[src/hw/rtl/mfbs_pkg.sv]
// Package for the memory feedback batch sizer.
// Holds word types, register indexes, fixed-point constants and the sequencer states.
// No dependencies.
package mfbs_pkg;

  localparam int unsigned BatchWidth = 16;
  localparam int unsigned UsageWidth = 15;
  localparam int unsigned FactWidth  = 17;   // unsigned Q1.16 factor
  localparam int unsigned QuotWidth  = 17;   // divider quotient bits
  localparam int unsigned CntWidth   = $clog2(QuotWidth);

  // Configuration register indexes
  localparam logic [1:0] CfgTarget = 2'd0;
  localparam logic [1:0] CfgLower  = 2'd1;
  localparam logic [1:0] CfgUpper  = 2'd2;

  // Reset values of the registers
  localparam logic [UsageWidth-1:0] TargetReset = 15'd20480;
  localparam logic [BatchWidth-1:0] LowerReset  = 16'd1;
  localparam logic [BatchWidth-1:0] UpperReset  = 16'd256;

  // 1/256 percent units
  localparam logic [UsageWidth-1:0] FullScale = 15'd25600;
  localparam logic [UsageWidth-1:0] HalfScale = 15'd12800;
  localparam logic signed [15:0]    TenPoints = 16'sd2560;

  // (25600 - excess) * 65536 / 25600 reduces to (25600 - excess) * 64 / 25
  localparam logic [UsageWidth-1:0] ShrinkDivisor = 15'd25;

  localparam logic [FactWidth-1:0] HalfQ16 = 17'd32768;
  localparam logic [FactWidth-1:0] OneQ16  = 17'd65536;
  localparam logic [FactWidth-1:0] CapQ16  = 17'd98304;

  typedef struct packed {
    logic [UsageWidth-1:0] usage_level;
    logic                  sample_size_known;
  } in_word_t;

  typedef struct packed {
    logic [BatchWidth-1:0] batch_size;
    logic                  adjust_advised;
  } out_word_t;

  typedef enum logic [1:0] {
    ModeHold,
    ModeShrink,
    ModeGrow
  } mode_e;

  typedef enum logic [1:0] {
    StIdle,
    StDiv,
    StMul,
    StDone
  } state_e;

endpackage

[src/hw/rtl/memory_feedback_batch_sizer.sv]
// Memory feedback batch sizer, top level.
// Uses mfbs_pkg for word types, constants and sequencer states.
//
// Usage: each word on the input channel (in_valid_i/in_ready_o, in_data_i)
// carries a memory usage sample in 1/256 percent units. The block scales its
// kept batch size down when usage is above target, up when it is more than
// ten points below, clamps it to the limit registers and returns one word on
// the output channel (out_valid_o/out_ready_i, out_data_o) per input word.
// Registers are written through cfg_valid_i/cfg_ready_o, cfg_index_i,
// cfg_data_i; write them only while the block is idle. A limit change shows
// at the next sample.
// When the batch is scaled, the sample passes 17 steps of the shared restoring
// divider, one multiply and one clamp; when it only clamps, it goes straight
// to the clamp. One sample is in work at a time: the sequencer returns to idle
// before it takes the next, so a new word is accepted only when the last one
// is through, and the divider loop is the longest part of the work per word.
// The next sample is accepted while a finished result waits at the output;
// a stalled receiver holds the sequencer in its last step until the output
// register frees up. Reset loads the register reset values, sets the batch
// to 1 and empties the output.
module memory_feedback_batch_sizer (
  input  logic                clk_i,
  input  logic                rst_ni,
  input  logic                in_valid_i,
  output logic                in_ready_o,
  input  mfbs_pkg::in_word_t  in_data_i,
  output logic                out_valid_o,
  input  logic                out_ready_i,
  output mfbs_pkg::out_word_t out_data_o,
  input  logic                cfg_valid_i,
  output logic                cfg_ready_o,
  input  logic [1:0]          cfg_index_i,
  input  logic [15:0]         cfg_data_i
);

  localparam int unsigned BW = mfbs_pkg::BatchWidth;
  localparam int unsigned UW = mfbs_pkg::UsageWidth;
  localparam int unsigned FW = mfbs_pkg::FactWidth;
  localparam int unsigned QW = mfbs_pkg::QuotWidth;
  localparam int unsigned CW = mfbs_pkg::CntWidth;

  mfbs_pkg::state_e state_q, state_d;
  mfbs_pkg::mode_e  mode_q, mode_d;

  logic [UW-1:0] target_q;
  logic [BW-1:0] lower_q, upper_q;
  logic [BW-1:0] batch_q, batch_d;

  logic          known_q, known_d;
  logic          big_q, big_d;
  logic          adjust_q, adjust_d;

  logic [UW-1:0] rem_q, rem_d;
  logic [QW-1:0] num_q, num_d;     // dividend bits in, quotient bits out
  logic [UW-1:0] div_q, div_d;
  logic [CW-1:0] cnt_q, cnt_d;
  logic [FW-1:0] prod_q, prod_d;

  logic          out_valid_q, out_valid_d;
  mfbs_pkg::out_word_t out_q, out_d;

  logic                accept;
  logic                out_free;
  logic signed [15:0]  diff;
  logic [UW-1:0]       excess, head, shrink_base;
  logic [31:0]         dividend;
  logic [UW:0]         trial;
  logic                qbit;
  logic [FW:0]         grow_sum;
  logic [FW-1:0]       grow_f, mem_f, factor;
  logic [BW+FW-1:0]    product;
  logic [FW-1:0]       clamped;

  assign accept      = in_valid_i && in_ready_o;
  assign out_free    = !out_valid_q || out_ready_i;
  assign in_ready_o  = (state_q == mfbs_pkg::StIdle);
  assign cfg_ready_o = 1'b1;
  assign out_valid_o = out_valid_q;
  assign out_data_o  = out_q;

  // Sample decode
  assign diff   = $signed({1'b0, in_data_i.usage_level}) - $signed({1'b0, target_q});
  assign excess = diff[UW-1:0];
  assign head   = target_q - in_data_i.usage_level;
  assign shrink_base = mfbs_pkg::FullScale - excess;

  // Divider step: one quotient bit per cycle
  assign trial = {rem_q, num_q[QW-1]};
  assign qbit  = (trial >= {1'b0, div_q});

  // Factor selection from the quotient
  assign grow_sum = {1'b0, mfbs_pkg::OneQ16} + {1'b0, num_q};
  assign grow_f   = (grow_sum > {1'b0, mfbs_pkg::CapQ16}) ? mfbs_pkg::CapQ16
                                                          : grow_sum[FW-1:0];
  assign mem_f    = mfbs_pkg::OneQ16 + {1'b0, num_q[QW-1:1]};

  always_comb begin
    factor = grow_f;
    case (mode_q)
      mfbs_pkg::ModeShrink: begin
        if (big_q || num_q < mfbs_pkg::HalfQ16) begin
          factor = mfbs_pkg::HalfQ16;
        end else begin
          factor = num_q;
        end
      end
      mfbs_pkg::ModeGrow: begin
        if (known_q && mem_f < grow_f) begin
          factor = mem_f;
        end else begin
          factor = grow_f;
        end
      end
      default: factor = grow_f;
    endcase
  end

  assign product = {{FW{1'b0}}, batch_q} * {{BW{1'b0}}, factor};

  // Final clamp: upper limit first, then lower
  always_comb begin
    clamped = prod_q;
    if (clamped > {1'b0, upper_q}) begin
      clamped = {1'b0, upper_q};
    end
    if (clamped < {1'b0, lower_q}) begin
      clamped = {1'b0, lower_q};
    end
  end

  // Dividend for the divider load
  always_comb begin
    if (diff > 16'sd0) begin
      dividend = {11'b0, shrink_base, 6'b0};
    end else begin
      dividend = {1'b0, head, 16'b0};
    end
  end

  // Next state
  always_comb begin
    state_d = state_q;
    case (state_q)
      mfbs_pkg::StIdle: begin
        if (accept) begin
          if (diff > 16'sd0 || diff < -mfbs_pkg::TenPoints) begin
            state_d = mfbs_pkg::StDiv;
          end else begin
            state_d = mfbs_pkg::StDone;
          end
        end
      end
      mfbs_pkg::StDiv: begin
        if (cnt_q == CW'(QW - 1)) begin
          state_d = mfbs_pkg::StMul;
        end
      end
      mfbs_pkg::StMul:  state_d = mfbs_pkg::StDone;
      mfbs_pkg::StDone: begin
        if (out_free) begin
          state_d = mfbs_pkg::StIdle;
        end
      end
      default: state_d = mfbs_pkg::StIdle;
    endcase
  end

  // Datapath and outputs
  always_comb begin
    mode_d      = mode_q;
    known_d     = known_q;
    big_d       = big_q;
    adjust_d    = adjust_q;
    rem_d       = rem_q;
    num_d       = num_q;
    div_d       = div_q;
    cnt_d       = cnt_q;
    prod_d      = prod_q;
    batch_d     = batch_q;
    out_d       = out_q;
    out_valid_d = out_valid_q && !out_ready_i;
    case (state_q)
      mfbs_pkg::StIdle: begin
        if (accept) begin
          known_d  = in_data_i.sample_size_known;
          big_d    = (excess >= mfbs_pkg::HalfScale);
          adjust_d = (diff > mfbs_pkg::TenPoints) || (diff < -mfbs_pkg::TenPoints);
          rem_d    = dividend[31:QW];
          num_d    = dividend[QW-1:0];
          cnt_d    = '0;
          prod_d   = {1'b0, batch_q};
          if (diff > 16'sd0) begin
            mode_d = mfbs_pkg::ModeShrink;
            div_d  = mfbs_pkg::ShrinkDivisor;
          end else if (diff < -mfbs_pkg::TenPoints) begin
            mode_d = mfbs_pkg::ModeGrow;
            div_d  = target_q;
          end else begin
            mode_d = mfbs_pkg::ModeHold;
          end
        end
      end
      mfbs_pkg::StDiv: begin
        rem_d = qbit ? UW'(trial - {1'b0, div_q}) : trial[UW-1:0];
        num_d = {num_q[QW-2:0], qbit};
        cnt_d = cnt_q + CW'(1);
      end
      mfbs_pkg::StMul: begin
        prod_d = product[BW+FW-1:16];
      end
      mfbs_pkg::StDone: begin
        if (out_free) begin
          batch_d                = clamped[BW-1:0];
          out_d.batch_size       = clamped[BW-1:0];
          out_d.adjust_advised   = adjust_q;
          out_valid_d            = 1'b1;
        end
      end
      default: ;
    endcase
  end

  // Configuration registers
  always_ff @(posedge clk_i or negedge rst_ni) begin
    if (!rst_ni) begin
      target_q <= mfbs_pkg::TargetReset;
      lower_q  <= mfbs_pkg::LowerReset;
      upper_q  <= mfbs_pkg::UpperReset;
    end else if (cfg_valid_i && cfg_ready_o) begin
      case (cfg_index_i)
        mfbs_pkg::CfgTarget: target_q <= cfg_data_i[UW-1:0];
        mfbs_pkg::CfgLower:  lower_q  <= cfg_data_i;
        mfbs_pkg::CfgUpper:  upper_q  <= cfg_data_i;
        default: ;
      endcase
    end
  end

  // Control state
  always_ff @(posedge clk_i or negedge rst_ni) begin
    if (!rst_ni) begin
      state_q     <= mfbs_pkg::StIdle;
      mode_q      <= mfbs_pkg::ModeHold;
      cnt_q       <= '0;
      batch_q     <= mfbs_pkg::LowerReset;
      out_valid_q <= 1'b0;
    end else begin
      state_q     <= state_d;
      mode_q      <= mode_d;
      cnt_q       <= cnt_d;
      batch_q     <= batch_d;
      out_valid_q <= out_valid_d;
    end
  end

  // Payload
  always_ff @(posedge clk_i) begin
    known_q  <= known_d;
    big_q    <= big_d;
    adjust_q <= adjust_d;
    rem_q    <= rem_d;
    num_q    <= num_d;
    div_q    <= div_d;
    prod_q   <= prod_d;
    out_q    <= out_d;
  end

endmodule
[config.mk]
export PLATFORM = sky130hd
export DESIGN_NAME = memory_feedback_batch_sizer
export DESIGN_NICKNAME = d
export VERILOG_FILES = /design/src/hw/rtl/mfbs_pkg.sv /design/src/hw/rtl/memory_feedback_batch_sizer.sv
export SDC_FILE = /design/constraint.sdc
export NUM_CORES = 1
export LEC_CHECK = 0
export BUFFER_PORTS_ARGS = -buffer_cell sky130_fd_sc_hd__buf_2
export CAP_MARGIN = 20
export CELL_PAD_IN_SITES_DETAIL_PLACEMENT = 1
export CELL_PAD_IN_SITES_GLOBAL_PLACEMENT = 1
export CORE_MARGIN = 2
export CORE_UTILIZATION = 45
export DETAILED_ROUTE_END_ITERATION = 10
export GPL_TIMING_DRIVEN = 0
export PLACE_DENSITY = 0.73
export SLEW_MARGIN = 0
export SYNTH_ARGS = -nofsm -noshare
export SYNTH_HDL_FRONTEND = slang
export SYNTH_SLANG_ARGS = --single-unit
[constraint.sdc]
create_clock -name clk_i -period 10.6 [get_ports clk_i]
set_clock_uncertainty 0.05 [all_clocks]
set_input_delay 2.65 -clock clk_i [delete_from_list [all_inputs] [get_ports clk_i]]
set_output_delay 2.65 -clock clk_i [all_outputs]
set_load 0.02 [all_outputs]
# Word level (Yosys, flattened, before mapping)
# Cells that the tools add are included.
# Widths: inputs -> output; s select.
[word_totals] word_cells=95 register_bits=157
[classes] n_eq_ne=11 n_mul=1 reduce_logical=23 mux=26 order_cmp=10 addsub=7
[op_table] operator="$mux 17" n=6
[op_table] operator="$pmux 17 s2" n=3
[op_table] operator="$mux 15" n=3
[op_table] operator="$mul 16x17->33" n=1
[op_table] operator="$mux 31" n=1
[op_table] operator="$pmux 15 s2" n=1
[op_table] operator="$sub 15x15->15" n=2
[op_table] operator="$add 17x17->18 const A" n=1
[op_table] operator="$gt 18x17->1 const B" n=1
[op_table] operator="$add 17x16->17 const A" n=1
[op_table] operator="$gt 17x16->1" n=1
[op_table] operator="$lt 17x16->1" n=1
[op_table] operator="$lt 17x16->1 const B" n=1
[op_table] operator="$lt 17x17->1" n=1
[op_table] operator="$ge 16x15->1" n=1
[op_table] operator="$gt 16x1->1 const B" n=1
[op_table] operator="$gt 16x13->1 const B" n=1
[op_table] operator="$lt 16x13->1 const B" n=1
[op_table] operator="$mux 16" n=1
[op_table] operator="$sub 15x15->16" n=1
[op_table] operator="$ge 15x14->1 const B" n=1
[op_table] operator="$sub 15x15->15 const A" n=1
[op_table] operator="$reduce_and 2->1" n=7
[op_table] operator="$mux 2" n=6
[op_table] operator="16 further kinds" n=33

# Depth between registers and ports, before layout
# Gate-level depths: netlist of run 1.
[depth] ltp_word=9 mapped_depth=41 ltp_nobuf=37

# Worst setup path before layout of run 1
# No wires, ideal clock.
[synth_timing] kind="reg2reg" start="reg num_q[1]" end="reg prod_q[6], data pin" required_time_ps=10290 path_stages_with_launch=38 period_less_slack_ps=9599 path_slack_ps=1001 n_path_buf=4 t_arrival_ps=9289 setup_time_ps=260 path_cell_list="edfxtp_1 -> buf_2 -> nor4_1 -> a41o_1 -> clkbuf_1 -> nand2_1 -> ha_1 -> a211oi_1 -> nor2_1 -> o211a_1 -> o31a_1 -> nor2_1 -> clkbuf_1 -> a22oi_1 -> o21ai_1 -> clkbuf_1 -> nand2_1 -> fa_1 -> [... 2 more ...] -> inv_1 -> fa_1 -> fa_1 -> inv_1 -> fa_1 -> inv_1 -> ha_1 -> a21o_1 -> a21o_1 -> a21oi_1 -> o21ai_0 -> or3b_2 -> a31oi_1 -> o31ai_1 -> a21o_1 -> a21oi_1 -> xnor2_1 -> mux2_2"
[synth_between] elab_chain_len=9 word_cells_on_any_way=13 cone_classes="add/sub (2); mul (1); order compare (3); mux (5); reduce/logical (2)"
[synth_lines] element="start, declared" line_no="memory_feedback_batch_sizer.sv:54" text="logic [QW-1:0] num_q, num_d;"
[synth_lines] element="start signal, assigned" line_no="memory_feedback_batch_sizer.sv:262" text="num_q <= num_d;"
[synth_lines] element="$add 17x17->18" line_no="memory_feedback_batch_sizer.sv:92" text="assign grow_sum = {1'b0, mfbs_pkg::OneQ16} + {1'b0, num_q};"
[synth_lines] element="$gt 18x17->1" line_no="memory_feedback_batch_sizer.sv:93" text="assign grow_f = (grow_sum > {1'b0, mfbs_pkg::CapQ16}) ? mfbs_pkg::CapQ16"
[synth_lines] element="$mux 17" line_no="memory_feedback_batch_sizer.sv:93"
[synth_lines] element="$lt 17x17->1" line_no="memory_feedback_batch_sizer.sv:108" text="if (known_q && mem_f < grow_f) begin"
[synth_lines] element="$logic_and 1x1->1" line_no="memory_feedback_batch_sizer.sv:108"
[synth_lines] element="$mux 17" line_no="memory_feedback_batch_sizer.sv:108"
[synth_lines] element="$pmux 17 s2 (*)" line_no="memory_feedback_batch_sizer.sv:99" text="case (mode_q)"
[synth_lines] element="$mul 16x17->33 (*)" line_no="memory_feedback_batch_sizer.sv:118" text="assign product = {{FW{1'b0}}, batch_q} * {{BW{1'b0}}, factor};"
[synth_lines] element="$pmux 17 s2 (*)" line_no="memory_feedback_batch_sizer.sv:182" text="case (state_q)"
[synth_lines] element="via prod_d[6]" line_no="memory_feedback_batch_sizer.sv:57" text="logic [FW-1:0] prod_q, prod_d;"
[synth_lines] element="end signal, assigned" line_no="memory_feedback_batch_sizer.sv:264" text="prod_q <= prod_d;"
[synth_lines] element="end, declared" line_no="memory_feedback_batch_sizer.sv:57"
# The timed path passes the listed nets; every way through them passes the cells marked *.
# A chain may end at the register's enable or synchronous reset.

# Worst setup path after layout of run 1
[layout_timing] start="reg num_q[14]" end="reg prod_q[6], data pin"
# Same word-level chain as after synthesis.

==> results of run 1 <==
==> cell families after synthesis <==
family / synth area share, %
AO/OA/AOI/OAI: 11.2
adder cells (fa/ha/maj): 34.8
XOR/XNOR: 2.50
other: 0.0195
buffers and inverters: 8.70
flip-flops: 22.6
AND/OR/NAND/NOR: 15.3
multiplexers: 4.92
==> worst reg2reg max path: cells and delay by family, from the launching register on <==
family          cells  cell delay (ns)
fa+ha+maj           8             3.80
xor+xnor            1             0.12
mux                 1             0.29
simple gates        7             1.45
compound gates     14             2.75
flops               1             0.50
buf+inv             6             0.95
==> repair_timing <==
| item | CTS | global route |
|---|---|---|
| pin swaps | 9 | 9 |
| gates resized for setup | 51 | 31 |
| setup buffers | 10 | 27 |
| setup endpoints to repair | 16 | 11 |
==> worst paths after layout <==
check                           startpoint            end
worst min register to register    adjust_q  out_data_o[0]
max in group asynchronous           rst_ni   target_q[14]
worst max-delay path             num_q[14]      prod_q[6]
worst min-delay path              adjust_q  out_data_o[0]
min in group asynchronous           rst_ni   target_q[11]
worst max register to register   num_q[14]      prod_q[6]
==> cells in the mapped netlist (all sizes together) (7+ instances only) <==
cell	count	area [sq um]
nand2	266	998
o21ai	110	551
and3	7	43.8
nand3	16	80.1
inv	353	1330
nor3	33	165
and2	131	820
nor2b	18	113
buf	20	105
a31oi	11	68.8
mux2i	7	70.1
clkbuf	65	244
nand4	21	131
fa	210	4200
dfrtp	68	1700
xnor2	30	263
nand2b	11	68.8
a21o	28	210
mux2	78	878
o211ai	8	65.1
o31ai	15	113
nor2	87	327
o21a	14	113
edfxtp	84	2520
xor2	25	219
a21oi	64	324
ha	200	2500
a22oi	17	128
nor4	8	50.1
==> layer usage <==
metal	part of all wire (%)	vias to the layer above	global-route usage (%)
met5	0	-	0
met4	2.4	0	7.77
met3	4.6	65	3.60
met2	48	380	47.0
met1	45	8009	37.5
li1	-	7110	-
==> layout make-up <==
cell class / instances / area (sq um)
antenna: 1 / 2.50
buffer: 83 / 412
tap: 539 / 674
timing repair buffer: 101 / 656
inverter: 354 / 1330
fill: 4838 / 20700
sequential: 157 / 4360
clock buffer: 19 / 443
multi-input combinational: 1503 / 13400
clock inverter: 13 / 154
==> flip-flops by register name, indices dropped and copies added, names as in the netlist, 2 cells and up <==
name        cells
cnt_q           5
num_q          17
prod_q         17
upper_q        16
rem_q          15
mode_q          2
state_q         2
target_q       15
div_q          15
lower_q        16
batch_q        16
out_data_o     17
==> per-stage QoR <==
stage	hold WS, ns	TNS [ns]	utilization (%)
floorplan	0.350	0	-
CTS	0.390	0	50.3
global route	0.401	-0.126	50.9
finish	0.385	0	50.9
global placement	0.355	-9.05	48.0
detailed placement	0.367	-12.70	48.3
==> flow_summary.ini, run 1 <==
[setup_path]
critPathKind = flip-flop to flip-flop
worst-path-buf-inv = 6
crit_path_max_fanout = 10
critPathMostFrequentCell = fa_1
cp.arrival_ns = 10.32
rr_worst_depth = 37
crit_family = adder cells
startpoint_type = flip-flop
cp.depth = 37
critical_path.endpoint_type = flip-flop
required_ns = 10.74
cpMaxStageDelayCell = fa_1
cpPeakStageDelay_ns = 0.59
rrSetupSlack_ns = 0.43

[yosys]
synth-seq-area-share_pct = 22.6
synthArstFlopShare_pct = 46.5
yosys_most_used_dff = edfxtp_1
synth_edf_count = 84
synth-seq-cells = 157
synth_warnings = 0
avgSynthCellArea_sq_um = 9.19
ys_types = 79
syn-num-nets = 2548
synthesis.area_sq_mm = 0.0193
synthCells = 2099

[min_path]
hold_depth = 0
min_path_type = flip-flop to flip-flop

[floorplanning]
die_h_um = 211
coreArea_sq_mm = 0.0421
dieArea_sq_mm = 0.0445
ioPinCount = 59
start_util_pct = 45.8
num_rows = 75
fp.dieW_um = 211

[global_route]
grt_pass1_wl_mm = 94.6
grt_pass1_vias = 16756
gr-total-overflow = 0
antenna_found_initial = 1
track_usage_pct = 27.8
grt_max_degree = 67

[layout]
final_cell_mix = 352 x inv_1, 266 x nand2_1, 210 x fa_1, 200 x ha_1, 131 x and2_1
fin_nets = 2666
syn2layout_area_growth_pct = 11.3
final_area_sq_mm = 0.0215
drive_gt1_share_pct = 12.3
layout.cells.non_filler = 2770
final_common_cell = inv_1

[cts]
cts_buffers = 17
tritoncts = done
clockBufferDepth = 2
cts_hold_buf = 0
clk_latency_ns = 0.44
path_clk_slew_ns = 0.07
cts.sinks = 157
cts_max_level = 4
cts_root_buf = clkbuf_16

[timing]
finalHoldViolations = 0
finalSetupViolations = 0
worst_slew_pin_slew_ns = 1.08
slew_viol_final = 0
period_share_pct = 96.0
setup_ws_ns = 0.428
maxSlewHeadroom_pct = 27.9
max_freq_mhz = 98.3
fin_crit_ns = 10.17

[placement]
placed_cells = 2702
place_ws_ns = -1.42
routabilityCongestion = 0.902
dp_hpwl_mm = 47.3
dpl_cell_area_sq_mm = 0.0203
portBuffers = 57

[detailed_routing]
vias = 15564
drc = 0
drtAntennaViolNets = 0
via_per_inst = 5.62
wl_per_cell_um = 21.4
drt_iter0_markers = 1161
drt-total-wl_mm = 59.2
drtPass1Iterations = 7

[flow_run]
drv_cap = 0

[outcome]
status = completed
Power of run 1 is left out: the tool's default activity adds up to more than one toggle a clock period on the data nets, which glitch-free logic cannot reach.
==> run 2, diff against run 1 <==
clock period = 11.5 ns   (was 10.6 ns; I/O delays follow)
==> run 2 against run 1 <==
Wire length down 1.7%. Flip-flop and latch count stayed put. Highest routed layer unchanged. Non-clock buffer count down 34. Global-route usage is 0.26 points lower. Critical path depth stayed put. Count of clock-buffer cells in the layout unchanged. Setup slack improved by 0.18 ns. Utilization down 0.97 points. Largest cell class unchanged. Critical endpoint is now prod_q[13].
==> flow_summary.ini, run 2 (same netlist as run 1, synthesis figures left out) <==
[timing]
maxSlewHeadroom_pct = 40.7
worst_slew_pin_slew_ns = 0.868
slew_viol_final = 0
max_freq_mhz = 91.8
setup_ws_ns = 0.609
setup_tns_ns = 0
finalSetupViolations = 0
fin_crit_ns = 10.89
finalHoldViolations = 0
period_share_pct = 94.7

[placement]
place_ws_ns = -0.518
routabilityCongestion = 0.902
portBuffers = 57
dpl_cell_area_sq_mm = 0.0203
dp_hpwl_mm = 47.3

[setup_path]
cpPeakStageDelay_ns = 0.56
cp-startpoint = num_q[14]
setup.worst_path.end = prod_q[13]
rrSetupSlack_ns = 0.61
cp.depth = 37
startpoint_type = flip-flop
crit_path_max_fanout = 10
worst-path-buf-inv = 8
r2r-end = prod_q[13]
required_ns = 11.64
rr_worst_depth = 37
crit_family = adder cells
critPathMostFrequentCell = fa_1
critPathKind = flip-flop to flip-flop
cp.arrival_ns = 11.03
cpMaxStageDelayCell = fa_1
r2r-start = num_q[14]
critical_path.endpoint_type = flip-flop

[cts]
clockBufferDepth = 2
cts_hold_buf = 0
tritoncts = done
cts.sinks = 157
clk_latency_ns = 0.45
cts_max_level = 4
path_clk_slew_ns = 0.07
cts_root_buf = clkbuf_16
cts_buffers = 17

[detailed_routing]
vias = 15444
drt_iter0_markers = 1043
wl_per_cell_um = 21.3
drc = 0
drtPass1Iterations = 6
via_per_inst = 5.65
drtAntennaViolNets = 0
drt-total-wl_mm = 58.2

[floorplanning]
num_rows = 75
fp.dieW_um = 211
coreArea_sq_mm = 0.0421
die_h_um = 211
ioPinCount = 59
dieArea_sq_mm = 0.0445
start_util_pct = 45.8

[layout]
fin_nets = 2632
drive_gt1_share_pct = 10.2
final_area_sq_mm = 0.0210
antenna-diode-count = 0
fin_util_pct = 50.0
final_cell_mix = 352 x inv_1, 266 x nand2_1, 210 x fa_1, 200 x ha_1, 131 x and2_1
final_common_cell = inv_1
syn2layout_area_growth_pct = 9.18

[global_route]
grt_pass1_wl_mm = 93.9
gr-total-overflow = 0
antenna_found_initial = 1
grt_pass1_vias = 16701
grt_max_degree = 67
track_usage_pct = 27.5

[flow_run]
drv_cap = 0

[min_path]
min_path_type = flip-flop to flip-flop
hold_depth = 0
hp-start = adjust_q

[outcome]
status = completed
-- run 2: cell count changes in the layout (fill, tap and decap cells not counted), moves of 2 or more --
cell / change
buf_4: -40
clkbuf_2: +10
clkbuf_1: +5
o21ai_4: -5
nor4_1: +4
nor4_2: -4
o21ai_2: +4
buf_6: -3
clkbuf_4: -3
buf_2: -2
-- run 2: stage by stage --
step	cells	hold slack, ns
after floorplan	2099	0.350
after global placement	2695	0.355
after detailed placement	2702	0.367
after CTS	2735	0.390
after global routing	2735	0.401
final	2735	0.386
-- run 2: worst min-delay path by stage --
stage	slack, ns	to
after floorplan	0.35	out_data_o[0]
after global placement	0.36	out_data_o[0]
after detailed placement	0.37	out_data_o[0]
after CTS	0.39	out_data_o[0]
after global routing	0.40	out_data_o[0]
final	0.39	out_data_o[0]
-- run 2: repair_timing --
item,CTS,global route
endpoints found under the setup margin,6,13
resized for setup,18,16
cloned,0,0
setup buffers,1,1
endpoints found under the hold margin,0,0
pin swaps,1,1
-- run 2: routing by layer --
| layer | share of wire [%] | track usage [%] | wire [um] |
|---|---|---|---|
| met1 | 45 | 37.4 | 26200 |
| met2 | 49 | 47.0 | 28400 |
| met3 | 4.4 | 3.03 | 2550 |
| met4 | 1.9 | 6.75 | 1080 |
| met5 | 0 | 0 | 0 |
-- run 2: final cells by class --
cell class	instances	area, sq um
buffer	84	362
clock buffer	19	443
clock inverter	13	154
fill	4852	21100
inverter	354	1330
multi-input combinational	1503	13300
sequential	157	4360
tap	539	674
timing repair buffer	66	393
Power of run 2 is left out for the same reason.
==> run 3, diff against run 2 <==
PLACE_DENSITY = unset   (was 0.73)
PLACE_DENSITY_LB_ADDON = 0.1   (was unset)
==> run 3 against run 2 <==
Count of clock-buffer cells in the layout decreased by 2. Highest routed layer unchanged. Wire length is 1.9% higher. Via count fell by 1.2%. Critical path depth did not move. Final cell count unchanged. Utilization about the same. Sequential share of layout area hardly changed. Flip-flop and latch count did not move. Maximum frequency is 0.48% lower. Setup slack worse by 0.052 ns. Largest cell class unchanged. Register-to-register slack worse by 0.05 ns. Critical endpoint is now prod_q[15]. Die area unchanged.
==> flow_summary.ini, run 3 (same netlist as run 1, synthesis figures left out) <==
[placement]
portBuffers = 57
dp_hpwl_mm = 48.4
routabilityCongestion = 0.876

[setup_path]
critPathKind = flip-flop to flip-flop
critPathMostFrequentCell = fa_1
cpPeakStageDelay_ns = 0.57
worst-path-buf-inv = 8
crit_path_max_fanout = 10
required_ns = 11.66
cp.arrival_ns = 11.10
crit_family = adder cells
cpMaxStageDelayCell = fa_1
critical_path.endpoint_type = flip-flop
startpoint_type = flip-flop

[timing]
fin_crit_ns = 10.94
finalSetupViolations = 0
timing.hold.ws_ns = 0.384
period_share_pct = 95.2
finalHoldViolations = 0
maxSlewHeadroom_pct = 39.9
max_freq_mhz = 91.4
setup_tns_ns = 0
slew_viol_final = 0
worst_slew_pin_slew_ns = 0.901

[cts]
cts_buffers = 17
clockBufferDepth = 2
clk_latency_ns = 0.46
path_clk_slew_ns = 0.07
cts.sinks = 157
tritoncts = done
cts_hold_buf = 0
cts_max_level = 4
cts_root_buf = clkbuf_16

[global_route]
grt_pass1_vias = 16308
grt_max_degree = 54
track_usage_pct = 27.9
antenna_found_initial = 5
gr-total-overflow = 0
grt_pass1_wl_mm = 93.5

[layout]
fin_util_pct = 50.0
final_cell_mix = 352 x inv_1, 266 x nand2_1, 210 x fa_1, 200 x ha_1, 131 x and2_1
drive_gt1_share_pct = 10.3
multi_input_area_sq_mm = 0.0133
final_common_cell = inv_1
fin_nets = 2632
fillers = 4909
seqCellArea_sq_mm = 0.00436
antenna-diode-count = 0
syn2layout_area_growth_pct = 9.23

[floorplanning]
num_rows = 75
die_h_um = 211
fp.dieW_um = 211
dieArea_sq_mm = 0.0445
coreArea_sq_mm = 0.0421
ioPinCount = 59
start_util_pct = 45.8

[detailed_routing]
drtPass1Iterations = 5
drc = 0
drtAntennaViolNets = 0
drt-total-wl_mm = 59.3
via_per_inst = 5.58
wl_per_cell_um = 21.7
vias = 15265
drt_iter0_markers = 1049

[flow_run]
drv_cap = 0

[outcome]
status = completed

[min_path]
min_path_type = flip-flop to flip-flop
## run 3: changes by cell type in the layout (fill, tap and decap cells not counted), moves of 2 or more
cell,previous run,this run
clkbuf_2,12,14
inv_8,1,6
clkbuf_1,53,51
inv_6,5,3
clkinv_8,0,4
bufinv_16,2,0
clkinv_4,3,0
o21ai_2,6,8
buf_4,10,7
## run 3: worst paths after layout
check                      startpoint             to  slack, ns  depth (start not counted)
max in group asynchronous      rst_ni     batch_q[0]       8.49                          2
hold / removal               adjust_q  out_data_o[0]       0.38                          0
min in group asynchronous      rst_ni    upper_q[14]       2.26                          1
setup / recovery             num_q[9]     prod_q[15]       0.56                         37
hold reg to reg              adjust_q  out_data_o[0]       0.38                          0
setup reg to reg             num_q[9]     prod_q[15]       0.56                         37
## run 3: what timing repair did
item	4_1_cts	5_1_grt
endpoints found under the setup margin	7	13
buffers inserted	0	2
gates resized for setup	10	34
pin swaps	0	1
hold endpoints to repair	0	0
## run 3: area by class of cell
type	instances	share of cell area, %
timing repair buffer	65	1.88
buffer	85	1.74
multi-input combinational	1503	63.4
inverter	354	6.31
tap	539	3.20
sequential	157	20.7
clock buffer	17	2.02
clock inverter	15	0.808
## run 3: routing by layer
layer | routed length [um] | track usage [%]
met1 | 27900 | 39.9
met2 | 27600 | 45.0
met3 | 2700 | 3.67
met4 | 1160 | 6.53
met5 | 0 | 0
## run 3: through the flow
stage	cells	cell area, sq um	setup slack, ns
2_1_floorplan	2099	19300	1.90
3_3_place_gp	2695	20200	-0.189
3_5_place_dp	2700	20300	-0.354
4_1_cts	2732	21000	0.000462
5_1_grt	2735	21100	-0.0236
6_report	2735	21100	0.556
Power of run 3 is left out for the same reason.
